### config.mk
export PLATFORM = sky130hd
export DESIGN_NAME = pad_poll_response_decoder_unit
export DESIGN_NICKNAME = d
export VERILOG_FILES = /design/src/design/ppr_pkg.sv /design/src/design/pad_poll_response_decoder_unit.sv
export SDC_FILE = /design/constraint.sdc
export NUM_CORES = 1
export LEC_CHECK = 0
export BUFFER_PORTS_ARGS = -buffer_cell sky130_fd_sc_hd__buf_2
export CAP_MARGIN = 20
export CORE_MARGIN = 5
export CORE_UTILIZATION = 53
export CTS_CLUSTER_DIAMETER = 150
export CTS_CLUSTER_SIZE = 16
export DETAILED_ROUTE_END_ITERATION = 16
export PLACE_DENSITY = 0.76
export SLEW_MARGIN = 0
export SYNTH_ARGS = -nofsm -noshare
export SYNTH_HDL_FRONTEND = slang
export SYNTH_SLANG_ARGS = --single-unit
### constraint.sdc
create_clock -name clk -period 9.2 [get_ports clk]
set_input_delay 1.84 -clock clk [delete_from_list [all_inputs] [get_ports clk]]
set_output_delay 1.84 -clock clk [all_outputs]
set_load 0.03 [all_outputs]
### src/design/ppr_pkg.sv
// ppr_pkg: shared types, codes and constants of the poll response decoder
// used by pad_poll_response_decoder_unit; depends on nothing
package ppr_pkg;

  localparam int MAX_REPLY_BYTES_DEF = 8;
  localparam int STORED_BYTES        = 8;
  localparam int IDX_W               = $clog2(STORED_BYTES);

  localparam logic [4:0] CTRL_TYPE_ABSENT = 5'd16;

  // result status codes
  localparam logic [2:0] ST_OK          = 3'd0;
  localparam logic [2:0] ST_CHANGED     = 3'd1;
  localparam logic [2:0] ST_NO_DEVICE   = 3'd2;
  localparam logic [2:0] ST_INVALID     = 3'd3;
  localparam logic [2:0] ST_UNSUPPORTED = 3'd4;

  // configuration register indexes
  localparam logic CFG_PREFIX     = 1'b0;
  localparam logic CFG_MOUSE_TYPE = 1'b1;

  localparam logic [7:0] PREFIX_RST     = 8'd90;
  localparam logic [3:0] MOUSE_TYPE_RST = 4'd1;

  typedef struct packed {
    logic [2:0]        status;
    logic [4:0]        controller_type;
    logic [15:0]       button_bits;
    logic signed [7:0] right_x;
    logic signed [7:0] right_y;
    logic signed [7:0] left_x;
    logic signed [7:0] left_y;
  } res_t;

  // analog byte to signed value, offset by 128 unless the device is a mouse
  function automatic logic signed [7:0] analog_val(input logic [7:0] b, input logic is_mouse);
    analog_val = is_mouse ? b : (b ^ 8'h80);
  endfunction

endpackage

### src/design/pad_poll_response_decoder_unit.sv
// pad_poll_response_decoder_unit: collects poll reply bytes and decodes the reply
// depends on ppr_pkg (types, status codes, constants)
// results are registered in the output register, or in the skid register while one result waits
// throughput: one request per cycle while the skid register is empty; a two-entry output stage
// (result + skid register) keeps input ready while one result waits; input stalls while the skid is full
// reset: byte count 0, previous type none, outputs empty, registers to 90 and 1
module pad_poll_response_decoder_unit #(
  parameter int MAX_REPLY_BYTES = ppr_pkg::MAX_REPLY_BYTES_DEF
) (
  input  logic              clk,
  input  logic              rst_n,
  input  logic              in_valid,
  output logic              in_ready,
  input  logic              in_kind,
  input  logic [7:0]        in_data_byte,
  input  logic              in_final_byte,
  output logic              out_valid,
  input  logic              out_ready,
  output logic [2:0]        out_status,
  output logic [4:0]        out_controller_type,
  output logic [15:0]       out_button_bits,
  output logic signed [7:0] out_right_x,
  output logic signed [7:0] out_right_y,
  output logic signed [7:0] out_left_x,
  output logic signed [7:0] out_left_y,
  input  logic              cfg_we,
  input  logic              cfg_index,
  input  logic [7:0]        cfg_wdata
);
  import ppr_pkg::*;

  localparam int CNT_W = $clog2(MAX_REPLY_BYTES + 1);

  logic [7:0]       prefix_r;
  logic [3:0]       mouse_type_r;
  logic [CNT_W-1:0] cnt_r, cnt_nxt, cnt_inc;
  logic [4:0]       prev_type_r, prev_type_nxt;
  logic [7:0]       reply_r [STORED_BYTES];
  logic [7:0]       eff     [STORED_BYTES];

  res_t res;
  res_t out_r, skid_r;
  logic out_valid_r, skid_valid_r;

  logic in_fire, res_fire, out_take;
  logic [3:0] type_nib;
  logic is_mouse;

  assign in_ready = !skid_valid_r;
  assign in_fire  = in_valid && in_ready;
  assign out_take = out_valid_r && out_ready;
  assign res_fire = in_fire && (!in_kind || in_final_byte);

  assign cnt_inc = (cnt_r < CNT_W'(MAX_REPLY_BYTES)) ? cnt_r + CNT_W'(1) : cnt_r;

  // current byte overlays the store at the write position
  always_comb begin
    for (int j = 0; j < STORED_BYTES; j++) begin
      eff[j] = (cnt_r == CNT_W'(j)) ? in_data_byte : reply_r[j];
    end
  end

  assign type_nib = eff[0][7:4];
  assign is_mouse = (type_nib == mouse_type_r);

  always_comb begin
    res           = '0;
    res.status    = ST_OK;
    res.controller_type = CTRL_TYPE_ABSENT;
    prev_type_nxt = prev_type_r;
    cnt_nxt       = cnt_r;
    if (!in_kind) begin
      res.status    = ST_NO_DEVICE;
      prev_type_nxt = CTRL_TYPE_ABSENT;
      cnt_nxt       = '0;
    end else if (!in_final_byte) begin
      cnt_nxt = cnt_inc;
    end else begin
      cnt_nxt       = '0;
      prev_type_nxt = CTRL_TYPE_ABSENT;
      if (cnt_inc < CNT_W'(4)) begin
        res.status = ST_INVALID;
      end else if (eff[1] != prefix_r) begin
        res.status = ST_UNSUPPORTED;
      end else begin
        prev_type_nxt       = {1'b0, type_nib};
        res.controller_type = {1'b0, type_nib};
        res.status          = ({1'b0, type_nib} == prev_type_r) ? ST_OK : ST_CHANGED;
        res.button_bits     = ~{eff[3], eff[2]};
        if (cnt_inc >= CNT_W'(6)) begin
          res.right_y = analog_val(eff[4], is_mouse);
          res.right_x = analog_val(eff[5], is_mouse);
        end
        if (cnt_inc >= CNT_W'(8)) begin
          res.left_y = analog_val(eff[6], is_mouse);
          res.left_x = analog_val(eff[7], is_mouse);
        end
      end
    end
  end

  // reply byte store, no reset
  always_ff @(posedge clk) begin
    if (in_fire && in_kind && (cnt_r < CNT_W'(STORED_BYTES))) begin
      reply_r[cnt_r[IDX_W-1:0]] <= in_data_byte;
    end
  end

  always_ff @(posedge clk) begin
    if (!rst_n) begin
      prefix_r     <= PREFIX_RST;
      mouse_type_r <= MOUSE_TYPE_RST;
    end else if (cfg_we) begin
      case (cfg_index)
        CFG_PREFIX:     prefix_r     <= cfg_wdata;
        CFG_MOUSE_TYPE: mouse_type_r <= cfg_wdata[3:0];
        default: ;
      endcase
    end
  end

  always_ff @(posedge clk) begin
    if (!rst_n) begin
      cnt_r       <= '0;
      prev_type_r <= CTRL_TYPE_ABSENT;
    end else if (in_fire) begin
      cnt_r       <= cnt_nxt;
      prev_type_r <= prev_type_nxt;
    end
  end

  // output register plus skid register
  always_ff @(posedge clk) begin
    if (!rst_n) begin
      out_valid_r  <= 1'b0;
      skid_valid_r <= 1'b0;
    end else if (skid_valid_r) begin
      if (out_take) begin
        out_r        <= skid_r;
        skid_valid_r <= 1'b0;
      end
    end else if (res_fire) begin
      if (!out_valid_r || out_take) begin
        out_r       <= res;
        out_valid_r <= 1'b1;
      end else begin
        skid_r       <= res;
        skid_valid_r <= 1'b1;
      end
    end else if (out_take) begin
      out_valid_r <= 1'b0;
    end
  end

  assign out_valid           = out_valid_r;
  assign out_status          = out_r.status;
  assign out_controller_type = out_r.controller_type;
  assign out_button_bits     = out_r.button_bits;
  assign out_right_x         = out_r.right_x;
  assign out_right_y         = out_r.right_y;
  assign out_left_x          = out_r.left_x;
  assign out_left_y          = out_r.left_y;

  a_skid_needs_out: assert property (@(posedge clk) disable iff (!rst_n)
    skid_valid_r |-> out_valid_r)
    else $error("skid entry held while output register empty");

  a_cnt_bound: assert property (@(posedge clk) disable iff (!rst_n)
    cnt_r <= CNT_W'(MAX_REPLY_BYTES))
    else $error("byte count past saturation");

  a_nodev_clears: assert property (@(posedge clk) disable iff (!rst_n)
    (in_fire && !in_kind) |=> (cnt_r == '0) && (prev_type_r == CTRL_TYPE_ABSENT))
    else $error("no-device request did not clear transaction state");

  a_final_clears: assert property (@(posedge clk) disable iff (!rst_n)
    (in_fire && in_final_byte) |=> (cnt_r == '0))
    else $error("byte count not cleared after final byte");

  a_ok_has_type: assert property (@(posedge clk) disable iff (!rst_n)
    (out_valid_r && (out_r.status == ST_OK || out_r.status == ST_CHANGED))
      |-> (out_r.controller_type != CTRL_TYPE_ABSENT))
    else $error("decoded result without a controller type");

endmodule

==> summary.txt, run 1 <==
status = complete, no violations
FFs w/ async S/R, synth = 0
first-pass GRT wire length = 28350 um
crit path capture type = flop
input/output buffers = 81
Most used DFF post-synth = edfxtp_1
pwr/cell area = 191.8 nW/um2
Final Hold Violating Endpoints = 0
Power, Total = 0.001831 W
sequential fraction of the synthesis area = 0.6703
final period demand of the worst path = 3.959 ns
CTS sink count = 195
Req. time, crit path = 9.38 ns
drt total wl = 18100 um
top post-synthesis cells by area = edfxtp_1 62%, dfxtp_1 5.5%, mux2i_1 4.2%
Crit Path Category = input port to flop
total grt overflow = 0
Hold Path End = mouse_type_r[3]$_SDFFE_PN0P_
Tcrit/Tclk final = 0.4304
DIE AREA = 18450 um2
total placed cells including tap cells = 913
clk root buf = clkbuf_16
largest area contributor in the netlist = edfxtp_1
#FFs+latches synth = 195
Synthesized Nets = 673
total CTS buffers = 17
worst slew pin tran = 1.050 ns
First-pass DRT Iterations = 6
hpwl dp = 12150 um
Setup Skew = 0.008527 ns
Syn Inst Count = 645
CTS tree = yes
R2R Path Start = cnt_r[1]$_SDFFE_PN0P_
worst reg-to-reg path cell count = 8
Max Freq = 252.6 MHz
hold path start = mouse_type_r[3]$_SDFFE_PN0P_
Syn. warnings = 0
Clock Pin Slew Worst Setup and Hold Paths = 0.06 ns
vias in the first global route = 5189
Worst Hold Depth = 2
R2R Setup Slk = 5.45 ns
drt wl/cell = 19.13 um
Final Non-Filler Cells = 946
crit path from = in_data_byte[4]
GRT Total Usage = 0.2020
post-CTS resize count = 0
I/O pin total = 82
Initial Util = 0.5341
final setup fails = 0
Layout Nets = 745
synth unique cells = 51
VDD IR max = 0.0001383 V
Core ar. = 15710 um2
setup bufs post-CTS = 0
CTS max path bufs = 2
post-synth top area share = 0.6155
ANT nets after route = 0
Worst Path Arrival = 4.14 ns
GPL Wtd Cong = 0.8864
Worst-Skew Late Latency = 0.43 ns
Slew HR = 0.2999
Die H = 135.8 um
Post-synth EDFFs = 172
Avg Synthesized Cell Area = 13.01 um2
Final Max Tran Viols = 0
worst reg2reg endpoint = out_controller_type[4]$_DFFE_PP_
Post-route DRC = 0
area grow syn2layout = 13.76%
leakage = 3.368 nW
largest net degree at the start of global routing = 98
share of layout cells above drive strength 1 = 0.2123
Die Wd = 135.8 um
Initial DRC Count = 534
RSZ-0062 raised after global routing = false
Row Count = 46
Crit Path Max Fanout = 62
Via density = 5.655
antenna cells = 0
H-tree Lvls = 4
setup tns final = 0 ns
Via Count = 5350
max-cap viol count = 0
synthesized area = 8392 um2
# hold bufs at CTS = 0
initial antenna violation count = 0
Worst Hold Class = flop to flop
critical path launch point type = input port
==> final cells by class <==
cell class,count,area [um2]
clock buffer,18,429.2
clock inverter,14,142.6
fill,1218,6166
inverter,17,63.81
multi-input combinational,397,2549
sequential,195,5629
tap,216,270.3
timing repair buffer,89,462.9
==> registers in the layout (all words and copies together), names as in the netlist <==
name / cells
reply_r: 60
skid_r: 56
out_button_bits: 16
out_left_x: 8
out_left_y: 8
out_right_x: 8
out_right_y: 8
prefix_r: 8
out_controller_type: 5
prev_type_r: 5
cnt_r: 4
mouse_type_r: 4
out_status: 3
out_valid: 1
skid_valid_r: 1
==> through the flow <==
step / hold slack, ns / worst slack, ns / cell area (um2) / util
2_1_floorplan: 0.4481 / 0.3293 / 8392 / -
6_report: 0.4789 / 5.241 / 9547 / 0.6076
3_3_place_gp: 0.4684 / 4.866 / 8970 / 0.5709
4_1_cts: 0.4765 / 5.287 / 9542 / 0.6073
5_1_grt: 0.5095 / 5.124 / 9547 / 0.6076
3_5_place_dp: 0.4677 / 4.792 / 8970 / 0.5709
==> how the worst max path moves through the flow <==
stage	to	slack, ns	cells after the start
2_1_floorplan	skid_r[0]$_DFFE_PP_	0.33	4
3_3_place_gp	out_controller_type[4]$_DFFE_PP_	4.87	8
3_5_place_dp	out_controller_type[4]$_DFFE_PP_	4.79	8
4_1_cts	out_controller_type[4]$_DFFE_PP_	5.29	8
5_1_grt	out_button_bits[6]$_DFFE_PP_	5.12	8
6_report	out_controller_type[4]$_DFFE_PP_	5.24	8
==> cell families after synthesis <==
group,share of synthesized area
multiplexers,0.05517
adder cells (fa/ha/maj),0.005964
flip-flops,0.6703
buffers and inverters,0.02758
AND/OR/NAND/NOR,0.1199
AO/OA/AOI/OAI,0.1065
XOR/XNOR,0.01461
==> synth_stat cells, types with 5 or more instances <==
| library cell | n |
|---|---|
| a21oi_1 | 32 |
| buf_2 | 5 |
| clkbuf_1 | 25 |
| dfxtp_1 | 23 |
| edfxtp_1 | 172 |
| inv_1 | 16 |
| mux2_2 | 10 |
| mux2i_1 | 35 |
| nand2_1 | 90 |
| nand2b_1 | 5 |
| nand3_1 | 9 |
| nor2_1 | 65 |
| nor2b_1 | 6 |
| nor3_1 | 23 |
| o31ai_1 | 34 |
| o31ai_2 | 18 |
| xnor2_1 | 6 |
| xor2_1 | 8 |
==> worst max-delay path: stages <==
cell and delay [ns]:
buf_2 0.30, and2_1 0.18, o221ai_1 0.11, nand2_1 0.12, nor4bb_1 0.28, buf_4 0.23, nand3_4 0.53, mux2_2 0.53
==> where the power goes <==
group,leakage [nW],switching (W),internal [W],total (W)
clock network,0.277,0.000305,0.000420,0.000725
registers,1.67,0.00000888,0.000981,0.000990
logic,1.42,0.0000846,0.0000323,0.000117
==> placed cells by master (no fill, tap or decap), types with 7 or more instances in the layout <==
cell / Yosys / layout
edfxtp_1: 172 / 172
nand2_1: 90 / 90
buf_2: 5 / 81
nor2_1: 65 / 64
mux2i_1: 35 / 35
o31ai_1: 34 / 34
a21oi_1: 32 / 32
nor3_1: 23 / 23
dfxtp_1: 23 / 22
o31ai_2: 18 / 18
clkbuf_16: 0 / 17
inv_1: 16 / 16
mux2_2: 10 / 10
nand3_1: 9 / 9
xor2_1: 8 / 8
clkinv_1: 1 / 8
buf_4: 1 / 7
==> layer usage <==
layer / global-route usage / vias to the layer above / wire (um)
met4: 0.06999 / 0 / 251
met2: 0.3158 / 185 / 8819
li1: - / 2523 / -
met5: 0 / - / 0
met3: 0.04071 / 24 / 1104
met1: 0.2853 / 2618 / 7924
No activity file was read; power rests on OpenSTA's default activity.
==> inputs of run 2 (changes only) <==
--- a/config.mk
+++ b/config.mk
@@ -5,14 +5,15 @@
 export SDC_FILE = /design/constraint.sdc
 export NUM_CORES = 1
 export LEC_CHECK = 0
+export ABC_AREA = 1
 export BUFFER_PORTS_ARGS = -buffer_cell sky130_fd_sc_hd__buf_2
 export CAP_MARGIN = 20
 export CORE_MARGIN = 5
-export CORE_UTILIZATION = 53
+export CORE_UTILIZATION = 59
 export CTS_CLUSTER_DIAMETER = 150
 export CTS_CLUSTER_SIZE = 16
 export DETAILED_ROUTE_END_ITERATION = 16
-export PLACE_DENSITY = 0.76
+export PLACE_DENSITY = 0.79
 export SLEW_MARGIN = 0
 export SYNTH_ARGS = -nofsm -noshare
 export SYNTH_HDL_FRONTEND = slang
==> constraint.sdc (replaced) <==
create_clock -name clk -period 3.8 [get_ports clk]
set_input_delay 0.76 -clock clk [delete_from_list [all_inputs] [get_ports clk]]
set_output_delay 0.76 -clock clk [all_outputs]
set_load 0.03 [all_outputs]
==> summary.txt, run 2 <==
Worst Hold Depth = 2 (unchanged)
#FFs+latches synth = 195 (unchanged)
fillcell total = 1038 (-15%)
H-tree Lvls = 4 (unchanged)
Req. time, crit path = 4.08 ns (-5.30 ns)
Final Hold Violating Endpoints = 0 (unchanged)
FFs w/ async S/R, synth = 0 (unchanged)
Die H = 131.2 um (-3.4%)
setup bufs post-CTS = 0 (unchanged)
# hold bufs at CTS = 0 (unchanged)
Placement Setup Slack = 0.7062 ns (-4.085 ns)
Crit Path Category = flop to flop
max incr delay on CP = 0.45 ns (-0.08 ns)
area grow syn2layout = 14.76%
I/O pin total = 82 (unchanged)
DIE AREA = 17210 um2 (-6.7%)
drt total wl = 18770 um (+3.7%)
most common cell after layout, fill and taps aside = nand2_1
Worst-Skew Late Latency = 0.44 ns (about the same)
First-pass DRT Iterations = 5 (-1)
synth unique cells = 33 (-35%)
Fin Hold WS = 0.4912 ns (+0.01232 ns)
setup ws final = 0.8209 ns (-4.420 ns)
Worst Hold Class = flop to flop
clk root buf = clkbuf_16
Die Wd = 131.2 um (-3.4%)
Initial DRC Count = 655 (+23%)
commonest cells after routing, fill and taps aside = 197 x nand2_1, 172 x edfxtp_1, 121 x inv_1
Cell Area, Placed = 9259 um2 (+3.2%)
RSZ-0062 raised after global routing = false
worst path cell trace = inv_1 > ha_1 > buf_4 > nand3_1 > nand2_1 > nand2_1 > nand2_1 > nand2_1 > nor2_2 > nand3_1 > or2_2 > a21oi_1
initial antenna violation count = 0 (unchanged)
final setup fails = 0 (unchanged)
top post-synthesis cells by area = edfxtp_1 60%, nand2_1 8.5%, dfxtp_1 5.3%
Power, Total = 0.004739 W (+160%)
cell with the most instances on the worst path = nand2_1
status = complete, no violations
sequential fraction of the synthesis area = 0.6492 (-0.02110)
ANT nets after route = 0 (unchanged)
vias in the first global route = 5877 (+13%)
crit path capture type = flop
CTS sink count = 195 (unchanged)
Final Max Tran Viols = 0 (unchanged)
Initial Util = 0.5984 (+0.06435)
final instance area = 9943 um2 (+4.2%)
Crit Path Max Fanout = 14 (-77%)
pwr/cell area = 476.7 nW/um2 (+150%)
Layout Nets = 976 (+31%)
setup tns final = 0 ns (unchanged)
Row Count = 44 (-4.3%)
synthesized area = 8665 um2 (+3.3%)
total grt overflow = 0 (unchanged)
largest area contributor in the netlist = edfxtp_1
Synthesized Nets = 898 (+33%)
max reg flops = 60 (unchanged)
GRT Total Usage = 0.2172 (+0.01514)
Syn. warnings = 0 (unchanged)
Syn Inst Count = 870 (+35%)
Post-route DRC = 0 (unchanged)
most numerous cell in the Yosys netlist = nand2_1
first-pass GRT wire length = 29810 um (+5.2%)
Via density = 5.368 (-5.1%)
drt wl/cell = 16.39 um (-14%)
post-synth top area share = 0.5961 (-0.01938)
Avg Synthesized Cell Area = 9.959 um2 (-23%)
Tcrit/Tclk final = 0.7840
Max stage delay cell, worst path = or2_2
critical path launch point type = flop
share of layout cells above drive strength 1 = 0.1582 (-0.05416)
total CTS buffers = 17 (unchanged)
largest net degree at the start of global routing = 76 (-22%)
Clock Pin Slew Worst Setup and Hold Paths = 0.07 ns (about the same)
Slew HR = 0.4615 (+0.1616)
Setup Skew = 0.007948 ns (-0.0005797 ns)
GPL Wtd Cong = 0.9248 (+4.3%)
CTS max path bufs = 2 (unchanged)
final period demand of the worst path = 2.979 ns
leakage = 4.361 nW (+29%)
VDD IR max = 0.0002757 V (+99%)
max-cap viol count = 0 (unchanged)
Worst Path Arrival = 3.26 ns (-0.88 ns)
Max Freq = 335.7 MHz
synth cell count leaders = 197 x nand2_1, 172 x edfxtp_1, 122 x inv_1
Via Count = 6146 (+15%)
antenna cells = 0 (unchanged)
Core ar. = 14480 um2 (-7.9%)
hpwl dp = 12700 um (+4.5%)
post-CTS resize count = 0 (unchanged)
Most used DFF post-synth = edfxtp_1
input/output buffers = 81 (unchanged)
worst slew pin tran = 0.8047 ns (-0.2454 ns)
Post-synth EDFFs = 172 (unchanged)
worst reg-to-reg path cell count = 12 (+4)
CTS tree = yes
[run 2: changes by cell type after synthesis, moves of 10 or more]
cell | previous run | this run
o21ai_0 | 3 | 51
nor3_1 | 23 | 5
o31ai_1 | 34 | 0
mux2i_1 | 35 | 0
o31ai_2 | 18 | 0
nor2_1 | 65 | 109
a21oi_1 | 32 | 53
nand2_1 | 90 | 197
inv_1 | 16 | 122
mux2_2 | 10 | 0
nand3_1 | 9 | 46
[run 2: worst paths after layout]
check / start / end / slack, ns
worst max-delay path: cnt_r[1]$_SDFFE_PN0P_ / out_left_x[1]$_DFFE_PP_ / 0.82
worst min-delay path: prev_type_r[4]$_SDFFE_PN1P_ / prev_type_r[4]$_SDFFE_PN1P_ / 0.49
worst max register to register: cnt_r[1]$_SDFFE_PN0P_ / out_left_x[1]$_DFFE_PP_ / 0.82
worst min register to register: prev_type_r[4]$_SDFFE_PN1P_ / prev_type_r[4]$_SDFFE_PN1P_ / 0.49
[run 2: kinds of logic after synthesis]
kind of cell    synth area share
fa+ha+maj               0.005776
buf+inv                  0.07495
flops                     0.6492
simple gates              0.1870
compound gates           0.08303
[run 2: stage by stage]
stage / std cells / util
floorplan: 870 / -
detailed placement: 1113 / 0.6395
CTS: 1145 / 0.6867
finish: 1145 / 0.6867
global placement: 1113 / 0.6395
global route: 1145 / 0.6867
[run 2: cell type report]
| cell class | count | area (um2) | share of cell area |
|---|---|---|---|
| sequential | 195 | 5625 | 0.5657 |
| multi-input combinational | 518 | 2412 | 0.2426 |
| timing repair buffer | 92 | 525.5 | 0.05285 |
| inverter | 124 | 465.4 | 0.04681 |
| clock buffer | 18 | 429.2 | 0.04316 |
| clock inverter | 14 | 255.2 | 0.02567 |
| tap | 184 | 230.2 | 0.02315 |
[run 2: report_power, final]
part           switching (W)  internal [W]  leakage (nW)  total (W)
clock network       0.000774       0.00130         0.326    0.00207
logic               0.000209     0.0000741          2.31   0.000283
registers          0.0000170       0.00237          1.72    0.00238
[run 2: metal layers]
layer / routed length [um] / vias to the layer above / track usage / part of all wire
li1: - / 3026 / - / -
met3: 1323 / 46 / 0.05352 / 0.070
met4: 495 / 0 / 0.08256 / 0.026
met2: 9251 / 238 / 0.3592 / 0.49
met5: 0 / - / 0 / 0
met1: 7696 / 2836 / 0.2785 / 0.41
[run 2: critical path, delay by kind of cell (launching register included)]
kind	cells	cell delay, ns
simple gates	8	1.51
buf+inv	2	0.39
fa+ha+maj	1	0.38
flops	1	0.37
compound gates	1	0.15
